<file path="config.mk">
export PLATFORM = sky130hd
export DESIGN_NAME = tls_sslv2_hello_classifier
export DESIGN_NICKNAME = d
export VERILOG_FILES = /design/src/rtl/tlshello_pkg.sv /design/src/rtl/tls_sslv2_hello_classifier.sv
export SDC_FILE = /design/constraint.sdc
export NUM_CORES = 1
export LEC_CHECK = 0
export ABC_AREA = 1
export BUFFER_PORTS_ARGS = -buffer_cell sky130_fd_sc_hd__buf_2
export CAP_MARGIN = 5
export CELL_PAD_IN_SITES_DETAIL_PLACEMENT = 1
export CELL_PAD_IN_SITES_GLOBAL_PLACEMENT = 1
export CORE_MARGIN = 1
export CORE_UTILIZATION = 45
export CTS_CLUSTER_SIZE = 14
export DETAILED_ROUTE_END_ITERATION = 16
export PLACE_DENSITY = 0.85
export SKIP_CTS_REPAIR_TIMING = 1
export SYNTH_ARGS = -nofsm -noshare
export SYNTH_HDL_FRONTEND = slang
export SYNTH_SLANG_ARGS = --single-unit
</file>
<file path="constraint.sdc">
create_clock -name clk -period 12.4 [get_ports clk]
set_input_delay 0 -clock clk [delete_from_list [all_inputs] [get_ports clk]]
set_output_delay 0 -clock clk [all_outputs]
set_load 0.03 [all_outputs]
</file>
<file path="src/rtl/tlshello_pkg.sv">
package tlshello_pkg;

  // Default width of the payload byte position counter.
  localparam int POSITION_BITS_DEF = 16;

  // Number of leading payload bytes kept for the header checks.
  localparam int HDR_KEEP = 12;

  // Position of the TLS session id length byte in a client hello.
  localparam int SESSION_AT = 43;

  // Width of the tracked TLS field position (at most 44 + 255 + 2).
  localparam int FT_W = 9;

  // Width of an end offset: cipher offset plus a 16-bit length plus one.
  localparam int END_W = 17;

  // Byte values used by the header checks.
  localparam logic [7:0] BYTE_HANDSHAKE = 8'h16;
  localparam logic [7:0] BYTE_MAJOR_V3  = 8'h03;
  localparam logic [7:0] BYTE_V2_LONG   = 8'h80;
  localparam logic [7:0] MASK_LEN_TWO   = 8'h7F;
  localparam logic [7:0] MASK_LEN_THREE = 8'h3F;
  localparam logic [7:0] HS_CLIENT_BYTE = 8'h01;
  localparam logic [7:0] HS_SERVER_BYTE = 8'h02;

  // Accepted protocol versions.
  localparam logic [15:0] VER_TLS10 = 16'h0301;
  localparam logic [15:0] VER_SSL2  = 16'h0002;
  localparam logic [15:0] VER_SSL3  = 16'h0003;

  // Application label reported for a recognized hello.
  localparam logic [8:0] LABEL_TLS = 9'd443;

  // Result variant codes.
  localparam logic [1:0] VAR_NONE      = 2'd0;
  localparam logic [1:0] VAR_V2_TWO    = 2'd1;
  localparam logic [1:0] VAR_V2_THREE  = 2'd2;
  localparam logic [1:0] VAR_TLS       = 2'd3;

  // Handshake type codes.
  localparam logic [1:0] HS_NONE   = 2'd0;
  localparam logic [1:0] HS_CLIENT = 2'd1;
  localparam logic [1:0] HS_SERVER = 2'd2;

  // Progress through the TLS client hello toward the cipher list length.
  typedef enum logic [3:0] {
    PH_HDR    = 4'b0001,
    PH_LEN_HI = 4'b0010,
    PH_LEN_LO = 4'b0100,
    PH_DONE   = 4'b1000
  } phase_t;

  typedef logic [7:0] hdr_t [HDR_KEEP];

  function automatic logic version_ok(input logic [15:0] v);
    return (v == VER_TLS10) || (v == VER_SSL2) || (v == VER_SSL3);
  endfunction

endpackage

</file>
<file path="src/rtl/tls_sslv2_hello_classifier.sv">
// Channel | Direction | Handshake           | Payload
// in_     | input     | in_valid / in_stall  | in_data_byte, in_last_byte
// out_    | output    | out_valid / out_stall| app_label, recognized, variant,
//         |           |                      | handshake_type, versions, cipher list
//
// One payload byte is taken per cycle while in_stall is low; the verdict for a payload appears in the
// output register on the cycle after its last byte is accepted.
// The per-byte parse and the final judgement sit between the state registers
// and the output register, so the sustained rate is one byte per cycle while in_stall stays low.
// rst_n is synchronous and active low; it clears the parse state and the output valid.
// in_stall rises only while a finished result waits in the output register and
// out_stall is high.
module tls_sslv2_hello_classifier #(
  parameter int POSITION_BITS = tlshello_pkg::POSITION_BITS_DEF
) (
  input  logic        clk,
  input  logic        rst_n,
  input  logic        in_valid,
  output logic        in_stall,
  input  logic [7:0]  in_data_byte,
  input  logic        in_last_byte,
  output logic        out_valid,
  input  logic        out_stall,
  output logic [8:0]  out_app_label,
  output logic        out_recognized,
  output logic [1:0]  out_variant,
  output logic [1:0]  out_handshake_type,
  output logic [15:0] out_record_version,
  output logic [15:0] out_hello_version,
  output logic [15:0] out_cipher_list_offset,
  output logic [15:0] out_cipher_list_length
);

  localparam int CMP_W = (POSITION_BITS > tlshello_pkg::END_W) ?
                         POSITION_BITS : tlshello_pkg::END_W;
  localparam logic [POSITION_BITS-1:0] MAX_POS = '1;
  localparam int FT_W = tlshello_pkg::FT_W;

  // Parse state.
  logic [POSITION_BITS-1:0] pos_r, pos_nxt;
  tlshello_pkg::hdr_t       hdr_r, hdr_nxt;
  tlshello_pkg::phase_t     phase_r, phase_nxt;
  logic [FT_W-1:0]          ft_r, ft_nxt;
  logic [7:0]               acc_r, acc_nxt;
  logic [15:0]              clen_r, clen_nxt;
  logic [FT_W-1:0]          coff_r, coff_nxt;

  // Output register.
  logic        out_valid_r, out_valid_nxt;
  logic [8:0]  label_r;
  logic        recog_r;
  logic [1:0]  variant_r;
  logic [1:0]  hs_r;
  logic [15:0] rver_r;
  logic [15:0] hver_r;
  logic [15:0] coff_out_r;
  logic [15:0] clen_out_r;

  logic in_acc;
  logic pos_live;

  assign in_stall = out_valid_r & out_stall;
  assign in_acc   = in_valid & ~in_stall;
  assign pos_live = (pos_r != MAX_POS);

  // Per-byte update: header capture and the walk to the cipher list length.
  always_comb begin
    pos_nxt   = pos_r;
    hdr_nxt   = hdr_r;
    phase_nxt = phase_r;
    ft_nxt    = ft_r;
    acc_nxt   = acc_r;
    clen_nxt  = clen_r;
    coff_nxt  = coff_r;
    if (pos_live) begin
      for (int i = 0; i < tlshello_pkg::HDR_KEEP; i++) begin
        if (CMP_W'(pos_r) == CMP_W'(i)) begin
          hdr_nxt[i] = in_data_byte;
        end
      end
      case (phase_r)
        tlshello_pkg::PH_HDR: begin
          if (CMP_W'(pos_r) == CMP_W'(tlshello_pkg::SESSION_AT)) begin
            ft_nxt    = FT_W'(tlshello_pkg::SESSION_AT + 1) + FT_W'(in_data_byte);
            phase_nxt = tlshello_pkg::PH_LEN_HI;
          end
        end
        tlshello_pkg::PH_LEN_HI: begin
          if (CMP_W'(pos_r) == CMP_W'(ft_r)) begin
            acc_nxt   = in_data_byte;
            phase_nxt = tlshello_pkg::PH_LEN_LO;
          end
        end
        tlshello_pkg::PH_LEN_LO: begin
          if (CMP_W'(pos_r) == CMP_W'(ft_r) + CMP_W'(1)) begin
            clen_nxt  = {acc_r, in_data_byte};
            coff_nxt  = ft_r + FT_W'(2);
            phase_nxt = tlshello_pkg::PH_DONE;
          end
        end
        default: begin
        end
      endcase
      pos_nxt = pos_r + POSITION_BITS'(1);
    end
  end

  // Payload length as judged: saturates with the position counter.
  logic [CMP_W-1:0] size;
  assign size = pos_live ? CMP_W'(pos_r) + CMP_W'(1) : CMP_W'(pos_r);

  // Verdict on the payload ending with the current byte.
  logic        j_ok;
  logic [1:0]  j_variant;
  logic [1:0]  j_hs;
  logic [15:0] j_rver;
  logic [15:0] j_hver;
  logic [15:0] j_coff;
  logic [15:0] j_clen;

  always_comb begin
    logic [7:0]       h0;
    logic [7:0]       h1;
    logic [14:0]      len_two;
    logic [13:0]      len_three;
    logic             is_v3_rec;
    logic [15:0]      ver_two;
    logic [15:0]      ver_three;
    logic [15:0]      cl_two;
    logic [15:0]      cl_three;
    logic [CMP_W-1:0] end_two;
    logic [CMP_W-1:0] end_three;
    logic [CMP_W-1:0] end_client;
    logic [CMP_W-1:0] end_server;
    logic             tls_common;
    h0         = hdr_nxt[0];
    h1         = hdr_nxt[1];
    len_two    = {h0[6:0] & tlshello_pkg::MASK_LEN_TWO[6:0], h1};
    len_three  = {h0[5:0] & tlshello_pkg::MASK_LEN_THREE[5:0], h1};
    is_v3_rec  = (h0 == tlshello_pkg::BYTE_HANDSHAKE) && (h1 == tlshello_pkg::BYTE_MAJOR_V3);
    ver_two    = {hdr_nxt[3], hdr_nxt[4]};
    ver_three  = {hdr_nxt[4], hdr_nxt[5]};
    cl_two     = {hdr_nxt[5], hdr_nxt[6]};
    cl_three   = {hdr_nxt[6], hdr_nxt[7]};
    end_two    = CMP_W'(11) + CMP_W'(cl_two);
    end_three  = CMP_W'(12) + CMP_W'(cl_three);
    end_client = CMP_W'(coff_nxt) + CMP_W'(clen_nxt) + CMP_W'(1);
    end_server = CMP_W'(ft_nxt) + CMP_W'(3);

    j_ok      = 1'b0;
    j_variant = tlshello_pkg::VAR_NONE;
    j_hs      = tlshello_pkg::HS_NONE;
    j_rver    = '0;
    j_hver    = '0;
    j_coff    = '0;
    j_clen    = '0;

    tls_common = (size >= CMP_W'(45)) && is_v3_rec &&
                 ((hdr_nxt[5] == tlshello_pkg::HS_CLIENT_BYTE) ||
                  (hdr_nxt[5] == tlshello_pkg::HS_SERVER_BYTE)) &&
                 (((hdr_nxt[3] == 8'h00) && (hdr_nxt[4] < 8'd5)) || (hdr_nxt[9] == h1)) &&
                 (phase_nxt != tlshello_pkg::PH_HDR);

    if (size >= CMP_W'(5)) begin
      if ((h0 & tlshello_pkg::BYTE_V2_LONG) != 8'h00) begin
        // SSLv2 client hello with a two-byte record header.
        if ((hdr_nxt[2] == tlshello_pkg::HS_CLIENT_BYTE) && (len_two >= 15'd2) &&
            tlshello_pkg::version_ok(ver_two) && (size >= CMP_W'(11)) &&
            (end_two <= size)) begin
          j_ok      = 1'b1;
          j_variant = tlshello_pkg::VAR_V2_TWO;
          j_hs      = tlshello_pkg::HS_CLIENT;
          j_rver    = ver_two;
          j_coff    = 16'd11;
          j_clen    = cl_two;
        end
      end else if (!h0[6] && (hdr_nxt[3] == tlshello_pkg::HS_CLIENT_BYTE) && !is_v3_rec) begin
        // SSLv2 client hello with a three-byte record header.
        if ((len_three >= 14'd3) && tlshello_pkg::version_ok(ver_three) &&
            (size >= CMP_W'(12)) && (end_three <= size)) begin
          j_ok      = 1'b1;
          j_variant = tlshello_pkg::VAR_V2_THREE;
          j_hs      = tlshello_pkg::HS_CLIENT;
          j_rver    = ver_three;
          j_coff    = 16'd12;
          j_clen    = cl_three;
        end
      end else if (tls_common) begin
        // SSLv3/TLS client or server hello.
        if (hdr_nxt[5] == tlshello_pkg::HS_CLIENT_BYTE) begin
          if ((phase_nxt == tlshello_pkg::PH_DONE) && (end_client <= size)) begin
            j_ok   = 1'b1;
            j_hs   = tlshello_pkg::HS_CLIENT;
            j_coff = 16'(coff_nxt);
            j_clen = clen_nxt;
          end
        end else if (end_server <= size) begin
          j_ok = 1'b1;
          j_hs = tlshello_pkg::HS_SERVER;
        end
        if (j_ok) begin
          j_variant = tlshello_pkg::VAR_TLS;
          j_rver    = {hdr_nxt[1], hdr_nxt[2]};
          j_hver    = {hdr_nxt[9], hdr_nxt[10]};
        end
      end
    end
  end

  // Parse state registers; cleared after each payload's last byte.
  always_ff @(posedge clk) begin
    if (!rst_n || (in_acc && in_last_byte)) begin
      pos_r   <= '0;
      phase_r <= tlshello_pkg::PH_HDR;
      ft_r    <= '0;
      acc_r   <= '0;
      clen_r  <= '0;
      coff_r  <= '0;
      for (int i = 0; i < tlshello_pkg::HDR_KEEP; i++) begin
        hdr_r[i] <= '0;
      end
    end else if (in_acc) begin
      pos_r   <= pos_nxt;
      phase_r <= phase_nxt;
      ft_r    <= ft_nxt;
      acc_r   <= acc_nxt;
      clen_r  <= clen_nxt;
      coff_r  <= coff_nxt;
      hdr_r   <= hdr_nxt;
    end
  end

  // Output valid: set by a last byte, cleared when the result is taken.
  always_comb begin
    out_valid_nxt = out_valid_r;
    if (in_acc && in_last_byte) begin
      out_valid_nxt = 1'b1;
    end else if (!out_stall) begin
      out_valid_nxt = 1'b0;
    end
  end

  always_ff @(posedge clk) begin
    if (!rst_n) begin
      out_valid_r <= 1'b0;
    end else begin
      out_valid_r <= out_valid_nxt;
    end
  end

  // Result payload register.
  always_ff @(posedge clk) begin
    if (in_acc && in_last_byte) begin
      label_r    <= j_ok ? tlshello_pkg::LABEL_TLS : 9'd0;
      recog_r    <= j_ok;
      variant_r  <= j_variant;
      hs_r       <= j_hs;
      rver_r     <= j_rver;
      hver_r     <= j_hver;
      coff_out_r <= j_coff;
      clen_out_r <= j_clen;
    end
  end

  assign out_valid              = out_valid_r;
  assign out_app_label          = label_r;
  assign out_recognized         = recog_r;
  assign out_variant            = variant_r;
  assign out_handshake_type     = hs_r;
  assign out_record_version     = rver_r;
  assign out_hello_version      = hver_r;
  assign out_cipher_list_offset = coff_out_r;
  assign out_cipher_list_length = clen_out_r;

`ifndef SYNTHESIS
  // A byte that is not the last never produces a transaction on the output.
  a_no_spurious_result: assert property (@(posedge clk) disable iff (!rst_n)
    (in_acc && !in_last_byte && !out_stall) |=> !out_valid)
    else $error("result appeared without a last byte");

  // The parse state is back at its start after every payload.
  a_state_cleared: assert property (@(posedge clk) disable iff (!rst_n)
    (in_acc && in_last_byte) |=> (pos_r == '0) && (phase_r == tlshello_pkg::PH_HDR))
    else $error("parse state not cleared after last byte");

  // An unrecognized payload reports zero in its label, variant, handshake type, record version and cipher list length.
  a_unrecognized_zero: assert property (@(posedge clk) disable iff (!rst_n)
    (out_valid && !out_recognized) |->
      (out_app_label == 9'd0) && (out_variant == tlshello_pkg::VAR_NONE) &&
      (out_handshake_type == tlshello_pkg::HS_NONE) && (out_record_version == 16'd0) &&
      (out_cipher_list_length == 16'd0))
    else $error("unrecognized result carries nonzero fields");

  // A recognized payload carries the label, a variant and a handshake type.
  a_recognized_fields: assert property (@(posedge clk) disable iff (!rst_n)
    (out_valid && out_recognized) |->
      (out_app_label == tlshello_pkg::LABEL_TLS) &&
      (out_variant != tlshello_pkg::VAR_NONE) &&
      (out_handshake_type != tlshello_pkg::HS_NONE))
    else $error("recognized result is inconsistent");
`endif

endmodule

</file>
# [After elaboration in Yosys (flattened, before gate mapping)]
# Index checks and enable logic that the tools add are counted.
[word_totals] reg_bits=237 inputBits=13 wordCells=199
[classes] addsub=10 magnitude_cmp=11 n_eq_ne=34 n_mux=77 n_bitwise=6 reduce_logical=34
[ops] op="$mux W16" n=18
[ops] op="$eq A16 B2 Y1 const B" n=6
[ops] op="$mux W8" n=12
[ops] op="$mux W96" n=1
[ops] op="$mux W9" n=10
[ops] op="$eq A16 B3 Y1 const B" n=4
[ops] op="$eq A16 B4 Y1 const B" n=4
[ops] op="$le A17 B17 Y1" n=3
[ops] op="$add A4 B16 Y17 const A" n=2
[ops] op="$ge A17 B4 Y1 const B" n=2
[ops] op="$eq A16 B10 Y1 const B" n=2
[ops] op="$eq A8 B1 Y1 const B" n=3
[ops] op="$mux W4" n=6
[ops] op="$mux W2" n=10
[ops] op="$mux W1" n=18
[ops] op="$add A16 B1 Y17 const B" n=1
[ops] op="$add A17 B1 Y17 const B" n=1
[ops] op="$add A9 B16 Y17" n=1
[ops] op="$ge A17 B3 Y1 const B" n=1
[ops] op="$ge A17 B6 Y1 const B" n=1
[ops] op="$le A10 B17 Y1" n=1
[ops] op="$logic_and A1 B1 Y1" n=17
[ops] op="$mux W17" n=1
[ops] op="$add A16 B1 Y16 const B" n=1
[ops] op="32 further kinds" n=46

# [Longest topological paths before layout]
# Gate-level depths: netlist of run 1.
[logic_depth] ltp_word=20 depth_mapped=45 depth_no_buf=42

# [Least setup slack after synthesis of run 1]
# No wires, ideal clock.
[synth_path] path_kind="reg-to-reg" start="reg ft_r[1]" end="reg hver_r[12] (netlist: out_hello_version[12]), data pin" setup_ps=266 t_arrival_ps=4851 required_ps=12134 setup_slack_ps=7283 path_stages_with_launch=42 path_buffers=3 synth_period_minus_slack_ps=5117 path_cell_list="dfxtp_1 -> ha_1 -> nand2_1 -> nor2_4 -> nand2_1 -> o21ai_1 -> nand2_1 -> nor2_4 -> nand3_1 -> buf_4 -> inv_1 -> buf_2 -> nand2_1 -> o21ai_0 -> inv_1 -> ha_1 -> nand3_1 -> nand2_1 -> [... 6 more ...] -> nor2_1 -> ha_1 -> nand2_1 -> inv_1 -> nand3_1 -> inv_1 -> nand2_1 -> nand3_1 -> nand2_1 -> nand2_1 -> nand2_1 -> a21oi_1 -> nor2_1 -> nand2_1 -> nand2_1 -> nand2_4 -> buf_8 -> nor2_2"
[synth_via] elab_chain_len=17 elab_cells_between_ends=36
[synth_rtl] item="from (decl)" line="tls_sslv2_hello_classifier.sv:43" rtl="logic [FT_W-1:0] ft_r, ft_nxt;"
[synth_rtl] item="from (signal assigned)" line="tls_sslv2_hello_classifier.sv:225" rtl="ft_r <= ft_nxt;"
[synth_rtl] item="$add A9 B1 Y10" line="tls_sslv2_hello_classifier.sv:95" rtl="if (CMP_W'(pos_r) == CMP_W'(ft_r) + CMP_W'(1)) begin"
[synth_rtl] item="$eq A16 B10 Y1" line="tls_sslv2_hello_classifier.sv:95"
[synth_rtl] item="$mux W9 (*)" line="tls_sslv2_hello_classifier.sv:95"
[synth_rtl] item="$mux W9 (*)" line="tls_sslv2_hello_classifier.sv:81" rtl="case (phase_r)"
[synth_rtl] item="$mux W9 (*)" line="tls_sslv2_hello_classifier.sv:75" rtl="if (pos_live) begin"
[synth_rtl] item="net coff_nxt[1]" line="tls_sslv2_hello_classifier.sv:46" rtl="logic [FT_W-1:0] coff_r, coff_nxt;"
[synth_rtl] item="$add A9 B16 Y17 (*)" line="tls_sslv2_hello_classifier.sv:147" rtl="end_client = CMP_W'(coff_nxt) + CMP_W'(clen_nxt) + CMP_W'(1);"
[synth_rtl] item="$add A17 B1 Y17 (*)" line="tls_sslv2_hello_classifier.sv:147"
[synth_rtl] item="[... 2 more ...]"
[synth_rtl] item="$mux W1 (*)" line="tls_sslv2_hello_classifier.sv:191" rtl="if ((phase_nxt == tlshello_pkg::PH_DONE) && (end_client <= size)) begin"
[synth_rtl] item="$mux W1 (*)" line="tls_sslv2_hello_classifier.sv:190" rtl="if (hdr_nxt[5] == tlshello_pkg::HS_CLIENT_BYTE) begin"
[synth_rtl] item="$mux W1 (*)" line="tls_sslv2_hello_classifier.sv:188" rtl="end else if (tls_common) begin"
[synth_rtl] item="$mux W1 (*)" line="tls_sslv2_hello_classifier.sv:177" rtl="end else if (!h0[6] && (hdr_nxt[3] == tlshello_pkg::HS_CLIENT_BYTE) && !is_v3_rec) begin"
[synth_rtl] item="$mux W1 (*)" line="tls_sslv2_hello_classifier.sv:165" rtl="if ((h0 & tlshello_pkg::BYTE_V2_LONG) != 8'h00) begin"
[synth_rtl] item="$mux W1 (*)" line="tls_sslv2_hello_classifier.sv:164" rtl="if (size >= CMP_W'(5)) begin"
[synth_rtl] item="$not A1 Y1 (no source line) (*)"
[synth_rtl] item="$reduce_or A5 Y1 (no source line) (*)"
[synth_rtl] item="to (signal assigned)" line="tls_sslv2_hello_classifier.sv:259" rtl="hver_r <= j_hver;"
[synth_rtl] item="to (decl)" line="tls_sslv2_hello_classifier.sv:55" rtl="logic [15:0] hver_r;"
# The timed path passes the listed nets; every way through them passes the cells marked *. The select of a mux whose other input is x is not followed.
# A chain may end at the register's enable or synchronous reset.

# [Worst setup path in the final report of run 1]
[layout_path] start="reg ft_r[1]" end="reg coff_out_r[0] (netlist: out_cipher_list_offset[0]), data pin"
[layout_via] elab_chain_len=14 elab_cells_between_ends=26
[layout_rtl] item="$add A9 B1 Y10" line="tls_sslv2_hello_classifier.sv:95"
[layout_rtl] item="$eq A16 B10 Y1" line="tls_sslv2_hello_classifier.sv:95"
[layout_rtl] item="$mux W16" line="tls_sslv2_hello_classifier.sv:95"
[layout_rtl] item="$mux W16" line="tls_sslv2_hello_classifier.sv:81"
[layout_rtl] item="$mux W16" line="tls_sslv2_hello_classifier.sv:75"
[layout_rtl] item="net clen_nxt[5]" line="tls_sslv2_hello_classifier.sv:45" rtl="logic [15:0] clen_r, clen_nxt;"
[layout_rtl] item="$add A9 B16 Y17" line="tls_sslv2_hello_classifier.sv:147"
[layout_rtl] item="$add A17 B1 Y17" line="tls_sslv2_hello_classifier.sv:147"
[layout_rtl] item="$le A17 B17 Y1" line="tls_sslv2_hello_classifier.sv:191"
[layout_rtl] item="$logic_and A1 B1 Y1" line="tls_sslv2_hello_classifier.sv:191"
[layout_rtl] item="$mux W9" line="tls_sslv2_hello_classifier.sv:191"
[layout_rtl] item="$mux W9" line="tls_sslv2_hello_classifier.sv:190"
[layout_rtl] item="$mux W9" line="tls_sslv2_hello_classifier.sv:188"
[layout_rtl] item="$mux W16" line="tls_sslv2_hello_classifier.sv:177"
[layout_rtl] item="$mux W16" line="tls_sslv2_hello_classifier.sv:165"
[layout_rtl] item="to (signal assigned)" line="tls_sslv2_hello_classifier.sv:260" rtl="coff_out_r <= j_coff;"
[layout_rtl] item="to (decl)" line="tls_sslv2_hello_classifier.sv:56" rtl="logic [15:0] coff_out_r;"
# The timed path passes the listed nets, and every way through them passes these cells.

==> run metrics, run 1 <==
Mapped Cells=about 2100; Power Dens Cells=125.4 nW/µm²; sum of routed wire length over all layers=50.93 mm; number of levels in the clock H-tree=1; cell area after layout=15680 µm²; leading register cell type out of synthesis=sky130_fd_sc_hd__dfxtp_1; aggregate global routing overflow=0; via-per-instance ratio=5.598; endpoints failing setup=0; data required time of the critical path=12.78 ns; proportion of layout cells with a drive suffix above 1=10.59%; count of nets left with antenna violations after detail routing=0; via count of the first global-routing pass=between 10000 and 15000; area of all sequential standard cells=4725 µm²; initial cell density of the core=45.64%; result of the run=complete, but fails checks; maximum vdd drop=0.00009381 V; width of the die=180.7 µm; initial antenna violation count=3; failing checks=negative hold slack; worst-skew pair later-pin latency=0.55 ns; CP dominant cell by count=sky130_fd_sc_hd__nand2_1; tightest hold margin=-0.01987 ns; WS Path Type=register to register; leak pwr=7.749 nW; post-detailed-route DRC marker count=0; Warnings, synthesis=0; number of enable flip-flop cells after synthesis=62; vertical extent of the die=180.7 µm; clock tree buffer depth=3; crit path max fanout=35; Worst path max stage delay=~0.84 ns; crit path launch type=register; most common library cell in the layout ignoring fill and taps=sky130_fd_sc_hd__nand2_1; RSZ-0062 raised after global routing=no; skew final=approximately 0.022 ns; final layout net count=2207; clock root buffer=sky130_fd_sc_hd__clkbuf_16; Critical Path Slowest Stage Cell=sky130_fd_sc_hd__inv_1; I/O pin total=93; sum of internal, switching and leakage power=between 0.0015 and 0.002 W; maximum number of pins on one net before global-route repair=116; highest achievable clock rate=141.4 MHz; Fill cells=4126; sequential area share after synthesis=32.89%; first-iteration detailed-routing DRC count=1001; total number of vias=14200; adder and majority cell fraction of the synthesized area=6.933%; detailed-router iteration count before antenna repair=7; Min Clock Period, post-route=7.070 ns; wire length of the first global-routing pass=between 70 and 80 mm; Relative slew margins=between 20% and 30%; leading cell types in the layout, fill and taps excluded=415 x sky130_fd_sc_hd__nand2_1, 330 x sky130_fd_sc_hd__inv_1, 201 x sky130_fd_sc_hd__o21ai_0, 179 x sky130_fd_sc_hd__nor2_1, 143 x sky130_fd_sc_hd__dfxtp_1; Data arrival, critical path=7.45 ns; Synth Area in Compound Gates=15.40%; Sinks on Clock Net=205; area inside the core boundary=roughly 31000 µm²; global placement routability congestion=0.9791; final number of hold-violating endpoints=2; fraction of synthesized cell area in xor and xnor cells=3.841%; area overhead of the layout relative to synthesis=9.110%; synthesized cell area=14370 µm²; post-synthesis share of cell area spent on and, or, nand and nor gates=between 20% and 30%; DP Wirelength=37.36 mm; Async S/R FF share, synth=0%; Routed wire per std cell=20.08 µm; class of the worst hold path=input pin to register; number of rows in the core area=65; clock-pin slew reported for the worst setup and hold paths after clock tree synthesis=0.06 ns; total area of multi-input combinational cells=7770 µm²; IO buf count=83; total of flip-flops plus latches after synthesis=just over 200; TritonCTS buffer count=26; TritonCTS clock tree=built; number of slew-limit violations in the final report=0; largest family of logic cells by synthesized area=simple AND/OR/NAND/NOR gates; dpl cell area=14790 µm²; Die ar.=32640 µm²; combined global-route utilization of all metal layers=31.09%; library cells used by synthesis=49; endpoint kind of the worst setup timing path=register; multiplexer fraction of the synthesized cell area=0%; mean instance size in the synthesized netlist=a little under 7 µm²; transition time at the pin with the least slew margin=1.060 ns; Total Negative Setup Slacks=0 ns; number of violations of the max-capacitance limit=0; portion of the clock cycle consumed by the worst path in the final layout=57.02%
[flip-flops by register name, summed over array words and instances, names as in the netlist]
| register | cells |
|---|---|
| hdr_r | 80 |
| clen_r | 16 |
| out_cipher_list_length | 16 |
| out_hello_version | 16 |
| out_record_version | 16 |
| pos_r | 16 |
| coff_r | 9 |
| ft_r | 9 |
| out_cipher_list_offset | 9 |
| acc_r | 8 |
| phase_r | 4 |
| out_handshake_type | 2 |
| out_variant | 2 |
| out_app_label | 1 |
| out_valid | 1 |
[worst max-delay path: cells and delay by family, from the launching register on]
kind,cells,cell delay (ns)
AO/OA/AOI/OAI,7,1.14
flip-flops,1,0.50
AND/OR/NAND/NOR,23,3.10
adder cells (fa/ha/maj),3,0.98
buffers and inverters,5,1.19
[path summary, 6_finish.rpt]
| kind | startpoint | slack (ns) | cells after the start | endpoint |
|---|---|---|---|---|
| setup / recovery | ft_r[1] | 5.33 | 38 | out_cipher_list_offset[0] |
| setup reg to reg | ft_r[1] | 5.33 | 38 | out_cipher_list_offset[0] |
| hold reg to reg | hdr_r[65] | 0.51 | 2 | hdr_r[65] |
| hold / removal | in_data_byte[1] | -0.02 | 3 | hdr_r[49] |
[where the power goes]
group          internal [W]  total [W]  switching [W]
Sequential         0.000724   0.000750      0.0000252
Combinational      0.000127   0.000439       0.000312
Clock              0.000458   0.000777       0.000319
Total               0.00131    0.00197       0.000656
[kinds of logic after synthesis]
kind of cell               Yosys count
adders and majority gates           79
DFF                                205
other                                1
xor gates and xnor gates            63
AOI/OAI and AO/OA                  410
and+or+nand+nor                    875
buffers and inverters              442
[layout make-up]
class                           count  area share (%)
Antenna cell                        1         0.01596
Multi-Input combinational cell   1442           49.57
Sequential cell                   205           30.14
Clock buffer                       36           4.717
Tap cell                          402           3.209
Clock inverter                     11          0.7663
Timing Repair Buffer               97           3.352
Inverter                          343           8.230
[metal layers]
layer,share of wire (%),vias up,global-route usage (%),wire [µm]
met5,0,-,0,0
met4,5.1,0,15.56,2611
met3,4.7,135,3.597,2379
met2,48,381,53.39,24250
met1,43,6913,38.45,21700
li1,-,6773,-,-
[cells in the mapped netlist (all sizes together) (42+ instances only)]
master  instances  area share, %
clkbuf         42            1.1
dfxtp         143             20
edfxtp         62             13
nand4          50            2.2
nand2         437             12
o21ai         237            8.7
a21oi         135            4.7
inv           338            8.8
buf            57            3.4
xor2           52            3.2
nor2          217            6.8
ha             78            6.8
nand3         138            4.9
[per-stage QoR]
stage	util [%]	setup slack, ns	cells
floorplan	-	7.283	2089
CTS	49.73	5.465	2534
finish	49.80	5.330	2537
detailed placement	47.00	5.459	2487
global placement	47.00	5.891	2487
global route	49.80	4.703	2536
Note: power is estimated with default switching activity, not from simulation.
==> run 2, diff against run 1 <==
==> constraint.sdc (replaced) <==
create_clock -name clk -period 6.7 [get_ports clk]
set_input_delay 0 -clock clk [delete_from_list [all_inputs] [get_ports clk]]
set_output_delay 0 -clock clk [all_outputs]
set_load 0.03 [all_outputs]
==> run 2 against run 1 <==
The run now ends clean. Final cell count grew 0.32%. Combinational power grew 87%. Wire length grew 0.53%. Register-to-register slack got worse by 4.7 ns. Largest cell class unchanged. Largest power group unchanged.
==> run metrics, run 2 (synthesis results as in run 1) <==
clock tree buffer depth=3; internal power of the cells=0.002419 W; hold_sp=in_data_byte[0]; combined global-route utilization of all metal layers=31.02%; FF-to-FF Start=ft_r[1]; Total Negative Setup Slacks=0 ns; DP Wirelength=around 38 mm; final number of hold-violating endpoints=0; first-iteration detailed-routing DRC count=about 1000; switching part of the total=between 30% and 40%; Data arrival, critical path=6.34 ns; portion of the clock cycle consumed by the worst path in the final layout=90.51%; final layout net count=2216; endpoints failing setup=0; max reg flops=80; clock root buffer=sky130_fd_sc_hd__clkbuf_16; maximum number of pins on one net before global-route repair=about 110; total number of vias=14330; crit path max fanout=27; number of rows in the core area=65; most flop-heavy register=hdr_r; TritonCTS buffer count=25; worst-skew pair later-pin latency=around 0.55 ns; Seq pwr share=38.2%; Worst R2R Path Depth=38; RSZ-0062 raised after global routing=no; setup slack on the worst flop-to-flop path=0.64 ns; initial cell density of the core=45.64%; maximum vdd drop=0.0001810 V; Power Dens Cells=roughly 230 nW/µm²; via count of the first global-routing pass=14560; result of the run=finished, final reports clean; vertical extent of the die=180.7 µm; area overhead of the layout relative to synthesis=9.641%; total area of multi-input combinational cells=around 7800 µm²; I/O pin total=93; detailed-router iteration count before antenna repair=5; Min Clock Period, post-route=6.064 ns; clock-pin slew reported for the worst setup and hold paths after clock tree synthesis=0.06 ns; sum of routed wire length over all layers=51.20 mm; final core area utilization=approximately 50%; leak pwr=7.774 nW; number of violations of the max-capacitance limit=0; most common library cell in the layout ignoring fill and taps=sky130_fd_sc_hd__nand2_1; Die ar.=32640 µm²; number of levels in the clock H-tree=1; crit path launch type=register; IO buf count=a little over 80; Worst path max stage delay=0.45 ns; number of antenna repair diodes=0; area inside the core boundary=31470 µm²; Sinks on Clock Net=205; global placement routability congestion=0.9543; number of slew-limit violations in the final report=0; capturing point of the worst reg2reg path=out_record_version[9]; Net Switching=0.001207 W; transition time at the pin with the least slew margin=1.146 ns; endpoint kind of the worst setup timing path=register; proportion of power drawn by the clock network=39.1%; Fill cells=approximately 4200; area of all sequential standard cells=4725 µm²; aggregate global routing overflow=0; Critical Path Slowest Stage Cell=sky130_fd_sc_hd__dfxtp_1; WS Path Type=register to register; data required time of the critical path=6.98 ns; width of the die=180.7 µm; wire length of the first global-routing pass=79.38 mm; Routed wire per std cell=20.12 µm; TritonCTS clock tree=built; Relative slew margins=between 20% and 30%; proportion of layout cells with a drive suffix above 1=between 10% and 20%; highest achievable clock rate=164.9 MHz; initial antenna violation count=0; endpoint of the worst hold-timing path=hdr_r[48]; class of the worst hold path=input pin to register; leading cell types in the layout, fill and taps excluded=415 x sky130_fd_sc_hd__nand2_1, 329 x sky130_fd_sc_hd__inv_1, 200 x sky130_fd_sc_hd__o21ai_0, 179 x sky130_fd_sc_hd__nor2_1, 143 x sky130_fd_sc_hd__dfxtp_1; count of nets left with antenna violations after detail routing=0; combinational power share=around 23%; Cells on Worst Hold Path=3; via-per-instance ratio=5.631; CP dominant cell by count=sky130_fd_sc_hd__nand2_1; post-detailed-route DRC marker count=0; skew final=0.01262 ns
==> run 2: cell types whose count changed in the layout (fill, tap and decap cells not counted), moves of 2 or more <==
cell and change:
sky130_fd_sc_hd__buf_4 +8, sky130_fd_sc_hd__clkbuf_1 +3, sky130_fd_sc_hd__clkbuf_16 -2, sky130_fd_sc_hd__clkinvlp_4 +2
==> run 2: how the worst max path moves through the flow <==
stage               startpoint                         to
floorplan              ft_r[1]      out_hello_version[12]
global placement       ft_r[1]  out_cipher_list_offset[0]
detailed placement     ft_r[1]      out_record_version[9]
CTS                    ft_r[1]      out_record_version[9]
global route           ft_r[1]      out_record_version[9]
finish                 ft_r[1]      out_record_version[9]
==> run 2: area by class of cell <==
| cell class | instances | area share (%) |
|---|---|---|
| multi-input combinational | 1442 | 49.38 |
| sequential | 205 | 29.99 |
| clock buffer | 37 | 4.448 |
| clock inverter | 9 | 0.8579 |
| inverter | 343 | 8.213 |
| tap | 402 | 3.193 |
| timing repair buffer | 107 | 3.908 |
==> run 2: critical path, delay by kind of cell, from the launching register on <==
family / cells / cell delay (ns)
adders and majority gates: 3 / 0.93
and+or+nand+nor: 25 / 2.90
AOI/OAI and AO/OA: 6 / 1.06
buffers and inverters: 4 / 0.47
DFF: 1 / 0.45
==> run 2: power groups by stage <==
stage	Sequential, W	Clock, W	Combinational (W)
global route	0.00139	0.00147	0.000904
global placement	0.00141	0	0.000767
detailed placement	0.00141	0	0.000803
floorplan	0.00142	0	0.000553
finish	0.00139	0.00142	0.000823
CTS	0.00139	0.00143	0.000813
==> run 2: metrics by stage <==
step	instances	setup slack [ns]	area, µm²	hold WS (ns)	total power, W
finish	2545	0.6360	15750	0.01524	0.003627
global route	2545	0.06610	15750	0.02480	0.003768
CTS	2541	0.3712	15690	-0.3254	0.003629
detailed placement	2495	0.4215	14850	0.2351	0.002214
global placement	2495	0.7226	14850	0.2308	0.002173
floorplan	2089	1.583	14420	0.1297	0.001975
==> run 2: routing by layer <==
layer	wire length [µm]	share of wire, %	track usage, %	vias up
met4	2499	4.9	13.98	0
met3	2103	4.1	3.173	142
met2	25100	49	54.63	385
met5	0	0	0	-
met1	21510	42	38.08	7032
li1	-	-	-	6772
==> run 3, diff against run 2 <==
--- a/config.mk
+++ b/config.mk
@@ -11,10 +11,10 @@
 export CELL_PAD_IN_SITES_DETAIL_PLACEMENT = 1
 export CELL_PAD_IN_SITES_GLOBAL_PLACEMENT = 1
 export CORE_MARGIN = 1
-export CORE_UTILIZATION = 45
+export CORE_UTILIZATION = 41
 export CTS_CLUSTER_SIZE = 14
 export DETAILED_ROUTE_END_ITERATION = 16
-export PLACE_DENSITY = 0.85
+export PLACE_DENSITY = 0.82
 export SKIP_CTS_REPAIR_TIMING = 1
 export SYNTH_ARGS = -nofsm -noshare
 export SYNTH_HDL_FRONTEND = slang
==> constraint.sdc (replaced) <==
create_clock -name clk -period 5.26 [get_ports clk]
set_input_delay 0 -clock clk [delete_from_list [all_inputs] [get_ports clk]]
set_output_delay 0 -clock clk [all_outputs]
set_load 0.03 [all_outputs]
==> run 3 against run 2 <==
The flow now finishes with violations (negative hold slack, negative setup slack). Global-route usage down 1.4 points. Critical path depth up 1. Final cell count up 6.6%. Fmax up 15%. Die area up 9.6%. Clock skew up 0.0075 ns. Count of clock-buffer cells in the layout down 8. Sequential power up 27%. Design area up 11%. Core utilization up 0.41 points.
==> run metrics, run 3 (synthesis results as in run 1) <==
aggregate global routing overflow=0; clock root buffer=sky130_fd_sc_hd__clkbuf_16; TritonCTS clock tree=built; total number of vias=14830; via-per-instance ratio=5.464; failing checks=negative hold slack, negative setup slack; Die ar.=approximately 36000 µm²; Routed wire per std cell=21.01 µm; clock-pin slew reported for the worst setup and hold paths after clock tree synthesis=0.06 ns; count of nets left with antenna violations after detail routing=0; proportion of power drawn by the clock network=39.2%; first-iteration detailed-routing DRC count=approximately 1100; hold_sp=in_data_byte[1]; maximum vdd drop=0.0002390 V; most common library cell in the layout ignoring fill and taps=sky130_fd_sc_hd__nand2_1; area overhead of the layout relative to synthesis=21.33%; final layout net count=around 2300; result of the run=complete, but fails checks; WS Path Type=register to register; final number of hold-violating endpoints=3; DP Wirelength=40.29 mm; Seq pwr share=roughly 36%; Data arrival, critical path=5.72 ns; skew final=0.02013 ns; area inside the core boundary=34540 µm²; initial cell density of the core=41.59%; PnR worst setup slack=-0.03358 ns; internal power of the cells=0.003216 W; maximum number of pins on one net before global-route repair=between 100 and 150; max reg flops=80; detailed-router iteration count before antenna repair=5; leak pwr=8.505 nW; tightest hold margin=-0.008869 ns; Relative slew margins=23.22%; Net Switching=approximately 0.0016 W; number of violations of the max-capacitance limit=0; Critical Path Slowest Stage Cell=sky130_fd_sc_hd__dfxtp_4; endpoint of the worst hold-timing path=hdr_r[33]; sum of routed wire length over all layers=between 50 and 60 mm; portion of the clock cycle consumed by the worst path in the final layout=100.6%; IO buf count=83; proportion of layout cells with a drive suffix above 1=20.01%; initial antenna violation count=0; endpoints failing setup=8; RSZ-0062 raised after global routing=yes; clock tree buffer depth=3; via count of the first global-routing pass=14670; Min Clock Period, post-route=5.294 ns; FF-to-FF Start=ft_r[1]; category of cells accounting for the largest share of critical-path delay=simple AND/OR/NAND/NOR gates; crit path launch type=register; class of the worst hold path=input pin to register; Fill cells=4443; endpoint kind of the worst setup timing path=register; wire length of the first global-routing pass=82.28 mm; CP dominant cell by count=sky130_fd_sc_hd__nand2_2; switching part of the total=33.72%; Worst path max stage delay=0.37 ns; setup slack on the worst flop-to-flop path=-0.03 ns; sum of internal, switching and leakage power=0.004852 W; width of the die=about 190 µm; Buf+Inv Stages, Crit Path=9; TritonCTS buffer count=25; data required time of the critical path=5.68 ns; number of rows in the core area=68; Sinks on Clock Net=205; worst-skew pair later-pin latency=0.57 ns; number of levels in the clock H-tree=1; combinational power share=24.6%; post-detailed-route DRC marker count=0; transition time at the pin with the least slew margin=1.152 ns; final core area utilization=50.46%; leading cell types in the layout, fill and taps excluded=401 x sky130_fd_sc_hd__nand2_1, 318 x sky130_fd_sc_hd__inv_1, 181 x sky130_fd_sc_hd__o21ai_0, 158 x sky130_fd_sc_hd__nor2_1, 140 x sky130_fd_sc_hd__dfxtp_1; number of antenna repair diodes=0; capturing point of the worst reg2reg path=out_cipher_list_length[3]; I/O pin total=just over 90; crit path max fanout=9; Power Dens Cells=278.4 nW/µm²; highest achievable clock rate=188.9 MHz; number of slew-limit violations in the final report=0; Cells on Worst Hold Path=3; vertical extent of the die=189.2 µm; combined global-route utilization of all metal layers=29.62%; Worst R2R Path Depth=39; most flop-heavy register=hdr_r; global placement routability congestion=between 0.9 and 1
-- run 3: changes by cell type in the layout (fill, tap and decap cells not counted), moves of 14 or more --
cell	delta
sky130_fd_sc_hd__buf_4	+99
sky130_fd_sc_hd__nor2_1	-21
sky130_fd_sc_hd__nor2_4	+21
sky130_fd_sc_hd__o21ai_0	-19
sky130_fd_sc_hd__nand2_1	-14
sky130_fd_sc_hd__nand3_1	-14
sky130_fd_sc_hd__o21ai_2	+14
-- run 3: per-layer routing --
layer / vias up / global-route usage [%] / routed length [µm]
met1: 7260 / 36.54 / 23380
met3: 129 / 2.892 / 2520
met4: 0 / 12.47 / 2701
met5: - / 0 / 0
li1: 7018 / - / -
met2: 423 / 52.40 / 28400
-- run 3: power groups by stage --
stage / sequential [W] / combinational, W / clock (W)
after global placement: 0.00178 / 0.00105 / 0
after global routing: 0.00177 / 0.00130 / 0.00197
after detailed placement: 0.00179 / 0.00110 / 0
after floorplan: 0.00181 / 0.000705 / 0
after CTS: 0.00175 / 0.00111 / 0.00191
final: 0.00176 / 0.00119 / 0.00190
-- run 3: worst register-to-register path, delay by kind of cell (launching register included) --
kind	cells	cell delay, ns
and+or+nand+nor	21	1.93
buffers and inverters	9	1.09
AOI/OAI and AO/OA	5	0.86
adders and majority gates	3	0.75
DFF	1	0.37
xor gates and xnor gates	1	0.19
-- run 3: area by class of cell --
class	instances	area (µm²)	area share, %
Multi-Input combinational cell	1443	8299	47.61
Sequential cell	205	4731	27.14
Timing Repair Buffer	222	1659	9.518
Inverter	343	1295	7.429
Clock buffer	29	644.4	3.697
Tap cell	455	569.3	3.266
Clock inverter	17	232.7	1.335
-- run 3: how the worst max path moves through the flow --
| stage | slack [ns] | end | cells past startpoint | start |
|---|---|---|---|---|
| after global placement | 0.08 | out_record_version[9] | 44 | ft_r[1] |
| after detailed placement | -0.17 | out_record_version[9] | 44 | ft_r[1] |
| final | -0.03 | out_cipher_list_length[3] | 39 | ft_r[1] |
| after CTS | -0.19 | out_record_version[9] | 44 | ft_r[1] |
| after floorplan | 0.14 | out_hello_version[12] | 41 | ft_r[1] |
| after global routing | -0.30 | out_cipher_list_length[9] | 39 | ft_r[1] |
-- run 3: per-stage QoR --
stage	worst slack, ns	TNS (ns)	cells	hold WS, ns	area [µm²]
2_1_floorplan	0.1427	0	2089	0.1297	14420
3_3_place_gp	0.08157	0	2635	0.2404	15630
3_5_place_dp	-0.1681	-4.574	2635	0.2455	15630
4_1_cts	-0.1931	-5.941	2681	-0.3362	16510
5_1_grt	-0.3048	-13.38	2714	0.009402	17430
6_report	-0.03358	-0.1409	2714	-0.008869	17430
